==> src/rtl/core/cpbf_pkg.sv <==
package cpbf_pkg;

    // Controller states
    typedef enum logic [3:0] {
        ST_IDLE,
        ST_READ,
        ST_DIFF,
        ST_MOD,
        ST_FOLD,
        ST_SQR,
        ST_SUM,
        ST_CHECK,
        ST_SQRT,
        ST_EMIT,
        ST_NEXT,
        ST_FLUSH,
        ST_DROP
    } state_t;

    // Configuration register indexes
    localparam logic [2:0] REG_CUTOFF = 3'd0;
    localparam logic [2:0] REG_STIFF  = 3'd1;
    localparam logic [2:0] REG_BOX_X  = 3'd2;
    localparam logic [2:0] REG_BOX_Y  = 3'd3;
    localparam logic [2:0] REG_BOX_Z  = 3'd4;

    localparam int NUM_AXES   = 3;
    localparam int MOD_STEPS  = 35;   // bits of |2d + L|
    localparam int SQRT_STEPS = 32;   // root bits of a 64-bit value
    localparam int STEP_W     = 6;

    // Commands from controller to datapath
    typedef struct packed {
        logic accept;
        logic wr;
        logic diff_load;
        logic mod_step;
        logic fold;
        logic square;
        logic sum;
        logic sqrt_load;
        logic sqrt_step;
        logic pend_load;
        logic out_pend;
        logic out_drop;
        logic out_last;
    } dp_cmd_t;

    // Status from datapath to controller
    typedef struct packed {
        logic in_range;
        logic out_free;
    } dp_stat_t;

endpackage

==> src/rtl/core/cpbf_ctrl.sv <==
module cpbf_ctrl #(
    parameter int MAX_PARTICLES = 64,
    parameter int AW            = $clog2(MAX_PARTICLES),
    parameter int CW            = $clog2(MAX_PARTICLES + 1)
) (
    input  logic               clk,
    input  logic               rst_n,
    input  logic               in_valid,
    output logic               in_ready,
    input  logic               in_start,
    input  cpbf_pkg::dp_stat_t stat,
    output cpbf_pkg::dp_cmd_t  cmd,
    output logic [AW-1:0]      pair_idx,
    output logic [AW-1:0]      new_idx
);

    cpbf_pkg::state_t              state_reg, state_next;
    logic [CW-1:0]                 count_reg, count_next;
    logic [CW-1:0]                 n_reg, n_next;
    logic [CW-1:0]                 i_reg, i_next;
    logic [cpbf_pkg::STEP_W-1:0]   step_reg, step_next;
    logic                          pend_valid_reg, pend_valid_next;
    logic [CW-1:0]                 eff_count;
    logic                          drop;

    assign eff_count = in_start ? '0 : count_reg;
    assign drop      = (eff_count == CW'(MAX_PARTICLES));
    assign new_idx   = (state_reg == cpbf_pkg::ST_IDLE) ? eff_count[AW-1:0] : n_reg[AW-1:0];
    assign pair_idx  = i_reg[AW-1:0];

    // State and counters
    always_ff @(posedge clk or negedge rst_n)
    begin
        if (!rst_n)
        begin
            state_reg      <= cpbf_pkg::ST_IDLE;
            count_reg      <= '0;
            n_reg          <= '0;
            i_reg          <= '0;
            step_reg       <= '0;
            pend_valid_reg <= 1'b0;
        end
        else
        begin
            state_reg      <= state_next;
            count_reg      <= count_next;
            n_reg          <= n_next;
            i_reg          <= i_next;
            step_reg       <= step_next;
            pend_valid_reg <= pend_valid_next;
        end
    end

    // Next state and commands
    always_comb
    begin
        state_next      = state_reg;
        count_next      = count_reg;
        n_next          = n_reg;
        i_next          = i_reg;
        step_next       = step_reg;
        pend_valid_next = pend_valid_reg;
        cmd             = '0;
        in_ready        = 1'b0;
        unique case (state_reg)
            cpbf_pkg::ST_IDLE:
            begin
                in_ready = 1'b1;
                if (in_valid)
                begin
                    cmd.accept = 1'b1;
                    if (drop)
                    begin
                        state_next = cpbf_pkg::ST_DROP;
                    end
                    else
                    begin
                        cmd.wr     = 1'b1;
                        count_next = eff_count + CW'(1);
                        n_next     = eff_count;
                        i_next     = '0;
                        state_next = (eff_count == '0) ? cpbf_pkg::ST_IDLE : cpbf_pkg::ST_READ;
                    end
                end
            end
            cpbf_pkg::ST_READ:
            begin
                state_next = cpbf_pkg::ST_DIFF;
            end
            cpbf_pkg::ST_DIFF:
            begin
                cmd.diff_load = 1'b1;
                step_next     = '0;
                state_next    = cpbf_pkg::ST_MOD;
            end
            cpbf_pkg::ST_MOD:
            begin
                cmd.mod_step = 1'b1;
                if (step_reg == cpbf_pkg::STEP_W'(cpbf_pkg::MOD_STEPS - 1))
                begin
                    state_next = cpbf_pkg::ST_FOLD;
                end
                else
                begin
                    step_next = step_reg + cpbf_pkg::STEP_W'(1);
                end
            end
            cpbf_pkg::ST_FOLD:
            begin
                cmd.fold   = 1'b1;
                state_next = cpbf_pkg::ST_SQR;
            end
            cpbf_pkg::ST_SQR:
            begin
                cmd.square = 1'b1;
                state_next = cpbf_pkg::ST_SUM;
            end
            cpbf_pkg::ST_SUM:
            begin
                cmd.sum    = 1'b1;
                state_next = cpbf_pkg::ST_CHECK;
            end
            cpbf_pkg::ST_CHECK:
            begin
                if (stat.in_range)
                begin
                    cmd.sqrt_load = 1'b1;
                    step_next     = '0;
                    state_next    = cpbf_pkg::ST_SQRT;
                end
                else
                begin
                    state_next = cpbf_pkg::ST_NEXT;
                end
            end
            cpbf_pkg::ST_SQRT:
            begin
                cmd.sqrt_step = 1'b1;
                if (step_reg == cpbf_pkg::STEP_W'(cpbf_pkg::SQRT_STEPS - 1))
                begin
                    state_next = cpbf_pkg::ST_EMIT;
                end
                else
                begin
                    step_next = step_reg + cpbf_pkg::STEP_W'(1);
                end
            end
            cpbf_pkg::ST_EMIT:
            begin
                // Hold the newest bond until we know whether it is the last
                if (!pend_valid_reg)
                begin
                    cmd.pend_load   = 1'b1;
                    pend_valid_next = 1'b1;
                    state_next      = cpbf_pkg::ST_NEXT;
                end
                else if (stat.out_free)
                begin
                    cmd.out_pend  = 1'b1;
                    cmd.pend_load = 1'b1;
                    state_next    = cpbf_pkg::ST_NEXT;
                end
            end
            cpbf_pkg::ST_NEXT:
            begin
                if (i_reg == n_reg - CW'(1))
                begin
                    state_next = cpbf_pkg::ST_FLUSH;
                end
                else
                begin
                    i_next     = i_reg + CW'(1);
                    state_next = cpbf_pkg::ST_READ;
                end
            end
            cpbf_pkg::ST_FLUSH:
            begin
                if (!pend_valid_reg)
                begin
                    state_next = cpbf_pkg::ST_IDLE;
                end
                else if (stat.out_free)
                begin
                    cmd.out_pend    = 1'b1;
                    cmd.out_last    = 1'b1;
                    pend_valid_next = 1'b0;
                    state_next      = cpbf_pkg::ST_IDLE;
                end
            end
            cpbf_pkg::ST_DROP:
            begin
                if (stat.out_free)
                begin
                    cmd.out_drop = 1'b1;
                    state_next   = cpbf_pkg::ST_IDLE;
                end
            end
            default:
            begin
                state_next = cpbf_pkg::ST_IDLE;
            end
        endcase
    end

endmodule

==> config.mk <==
export PLATFORM = sky130hd
export DESIGN_NAME = cpbf_ctrl
export DESIGN_NICKNAME = d
export VERILOG_FILES = /design/src/rtl/core/cpbf_pkg.sv /design/src/rtl/core/cpbf_ctrl.sv
export SDC_FILE = /design/constraint.sdc
export NUM_CORES = 1
export LEC_CHECK = 0
export ABC_AREA = 0
export BUFFER_PORTS_ARGS = -buffer_cell sky130_fd_sc_hd__clkbuf_2
export CAP_MARGIN = 0
export CORE_MARGIN = 2
export CORE_UTILIZATION = 40
export DETAILED_ROUTE_END_ITERATION = 16
export GPL_TIMING_DRIVEN = 0
export PLACE_DENSITY = 0.62
export SETUP_SLACK_MARGIN = 0.1
export SYNTH_ARGS = -nofsm -noshare
export SYNTH_HDL_FRONTEND = slang
export SYNTH_SLANG_ARGS = --single-unit
==> constraint.sdc <==
create_clock -name clk -period 2.8 [get_ports clk]
set_input_delay 0.28 -clock clk [delete_from_list [all_inputs] [get_ports clk]]
set_output_delay 0.28 -clock clk [all_outputs]
set_load 0.02 [all_outputs]
==> metrics.md <==
| Metric | Value |
|---|---|
| Status | completed |
| Fin Hold WS | about 0.094 ns |
| Share of layout cells above drive strength 1 | 0.206 |
| Final HPWL DP | between 3000 and 4000 µm |
| Antenna Cells | 0 |
| PostCTS Resize Cnt | 0 |
| Fin cells | about 380 |
| Detail Route met2 WL | approximately 2300 µm |
| First-pass GRT wire length | 8800 µm |
| Postcts setup bufs | 0 |
| Worst-path clk slew | 0.07 ns |
| Ys flop type | dfrtp_1 |
| Max Clock Skew | 0.00381 ns |
| Area fraction of the dominant cell type after synthesis | 0.353 |
| Post-Route Setup TNS | 0 ns |
| Die width | between 70 and 80 µm |
| Req. time, crit path | between 2 and 3 ns |
| CTS Hold Bufs | 0 |
| Core ar. | 5510 µm² |
| Final Setup Violations | 0 |
| TritonCTS Buffers | 5 |
| Starting DRT DRC Count | 79 |
| Ports | 32 |
| Endpoint class of the critical path | output pin |
| Residual DRC count | 0 |
| Synthesized Nets | about 280 |
| Site row count | 27 |
| RSZ-0062 raised after global routing | false |
| Largest net degree at the start of global routing | 33 |
| Max Buffers Root-to-Sink | 2 |
| Slew headroom | 0.442 |
| Number of synthesis warnings | 0 |
| DR vias/cell | roughly 5.2 |
| Gr ovfl total | 0 |
| Post-layout util | 0.471 |
| Routed via count | between 2000 and 2500 |
| FMAX | roughly 400 MHz |
| Dpl cell area | 2510 µm² |
| Leakage power | between 1 and 1.5 nW |
| Root Buffer | clkbuf_8 |
| Crit path kind | reg -> out |
| Final Hold Viols | 0 |
| Mapped Avg Cell Area | ~8.3 µm² |
| Placer Congestion | 0.846 |
| PortBufs | 31 |
| Nets | approximately 320 |
| Critical path arrival | between 2 and 2.5 ns |
| Vias in the first global route | 1840 |
| Commonest non-fill, non-tap cell in the layout | nand2_1 |
| Placed cell count | between 300 and 400 |
| Most frequent cells in the layout | 43 x nand2_1, 32 x dfrtp_1, 31 x clkbuf_2 |
| Hold Path Class | in -> async |
| Register bit total from synthesis | 32 |
| Met1 WL | 2580 µm |
| Final WL | around 5200 µm |
| Final Max Tran Viols | 0 |
| Routed wire per std cell | between 10 and 15 µm |
| Pwr Density | 901 nW/µm² |
| EDFF count, synth | 0 |
| Antenna violations before repair | 0 |
| Top layer in use | met4 |
| R2R setup slack | 0.43 ns |
| Critical Path Fanout Max | 10 |
| Netlist cell types | 54 |
| Met3 wire length | around 200 µm |
| Worst Reg-to-Reg Cells | 9 |
| Ranking of synthesized cells by area | dfrtp_1 35%, nand2_1 7.1%, o21ai_0 5.1% |
| CTS tree | yes |
| Launching point of the worst reg2reg path | n_reg[0] |
| Area Overhead vs Synth | 14.2% |
| Die area | approximately 6300 µm² |
| Slew @ Worst Pin | approximately 0.84 ns |
| Worst R2R End | i_reg[1] |
| Max-cap check violation count | 0 |
| Tmin final | between 2 and 2.5 ns |
| Fill cells | approximately 570 |
| Final period utilization | 0.888 |
| Die H | 79.3 µm |
| Post-route ant nets | 0 |
| Share of the yosys chip area belonging to registers | 0.353 |
| Area taken by multi-input logic gates | approximately 1300 µm² |
| H-tree Lvls | 2 |
| GRT Util Overall | 0.177 |
| Final instance area | roughly 2600 µm² |
| Starting Density | 0.412 |
| Fraction of registers with async set/reset | 1.00 |
| Reg area | ~800 µm² |
| Clk sinks | 32 |
| Syn Inst Count | approximately 270 |
| TritonRoute pass-1 iters | 4 |
| Area leader, netlist | dfrtp_1 |
| Peak supply drop | 0.291 mV |
| Worst-Skew Late Latency | around 0.28 ns |
| Crit path launch type | flop |
| Post-Syn Area | ~2300 µm² |
## routing by layer
layer,up-vias,GRT usage
met5,-,0
met4,0,0.0638
met1,928,0.243
met2,45,0.278
li1,1024,-
met3,8,0.0341
## power breakdown
group          switching, mW  internal [mW]  total, mW
Combinational          0.801          0.514       1.31
Clock                  0.172          0.169      0.341
Sequential             0.111          0.568      0.678
## cell type report
type | instances | area share
plain buffers | 19 | 0.0454
repair buffers | 31 | 0.0599
clock buffers | 6 | 0.0280
flip-flops and latches | 32 | 0.309
multi-input cells | 208 | 0.502
inverters | 13 | 0.0188
well taps | 72 | 0.0348
clock inverters | 1 | 0.00193
## cell families after synthesis
group           share of synthesized area
fa+ha+maj                          0.0331
mux                                0.0309
simple gates                        0.275
buf+inv                            0.0734
flops                               0.353
compound gates                      0.177
xor+xnor                           0.0579
## worst max path at each step
stage,from,to,cells after the start
floorplan,n_reg[0],i_reg[5],9
global placement,n_reg[0],i_reg[1],9
detailed placement,n_reg[0],i_reg[1],9
CTS,state_reg[0],cmd[11],9
global route,state_reg[1],cmd[11],8
finish,state_reg[0],cmd[11],9
## stage by stage
stage / worst slack [ns] / power, mW
after floorplan: 0.801 / 1.69
after global placement: 0.483 / 1.99
after detailed placement: 0.443 / 2.01
after CTS: 0.305 / 2.36
after global routing: 0.125 / 2.54
final: 0.314 / 2.33
## critical path: stages, from the launching register on
cell and delay, ns:
dfrtp_1 0.36, buf_4 0.16, nor2_2 0.18, nand2_1 0.11, inv_2 0.11, nand2_1 0.13, or2_1 0.30, inv_1 0.10
buf_2 0.24, clkbuf_2 0.21
## cell usage after synthesis (2+ instances only)
master    instances
and3_1            3
ha_1              6
clkbuf_1          3
nand2_1          43
nand2b_1         12
nor4_1            2
nand4_1           6
a21oi_1           7
o21ai_0          23
mux2i_1           7
nor2_1           21
and4_1            2
nor2b_1           3
buf_2             7
buf_4             8
o21ai_1           4
dfrtp_1          32
a211o_1           2
inv_1            12
xnor2_1          10
nor3_1           14
o22ai_1           2
nand3_1           6
or3_1             2
o31ai_1           2
xor2_1            5
(Power assumes the default switching activity.)
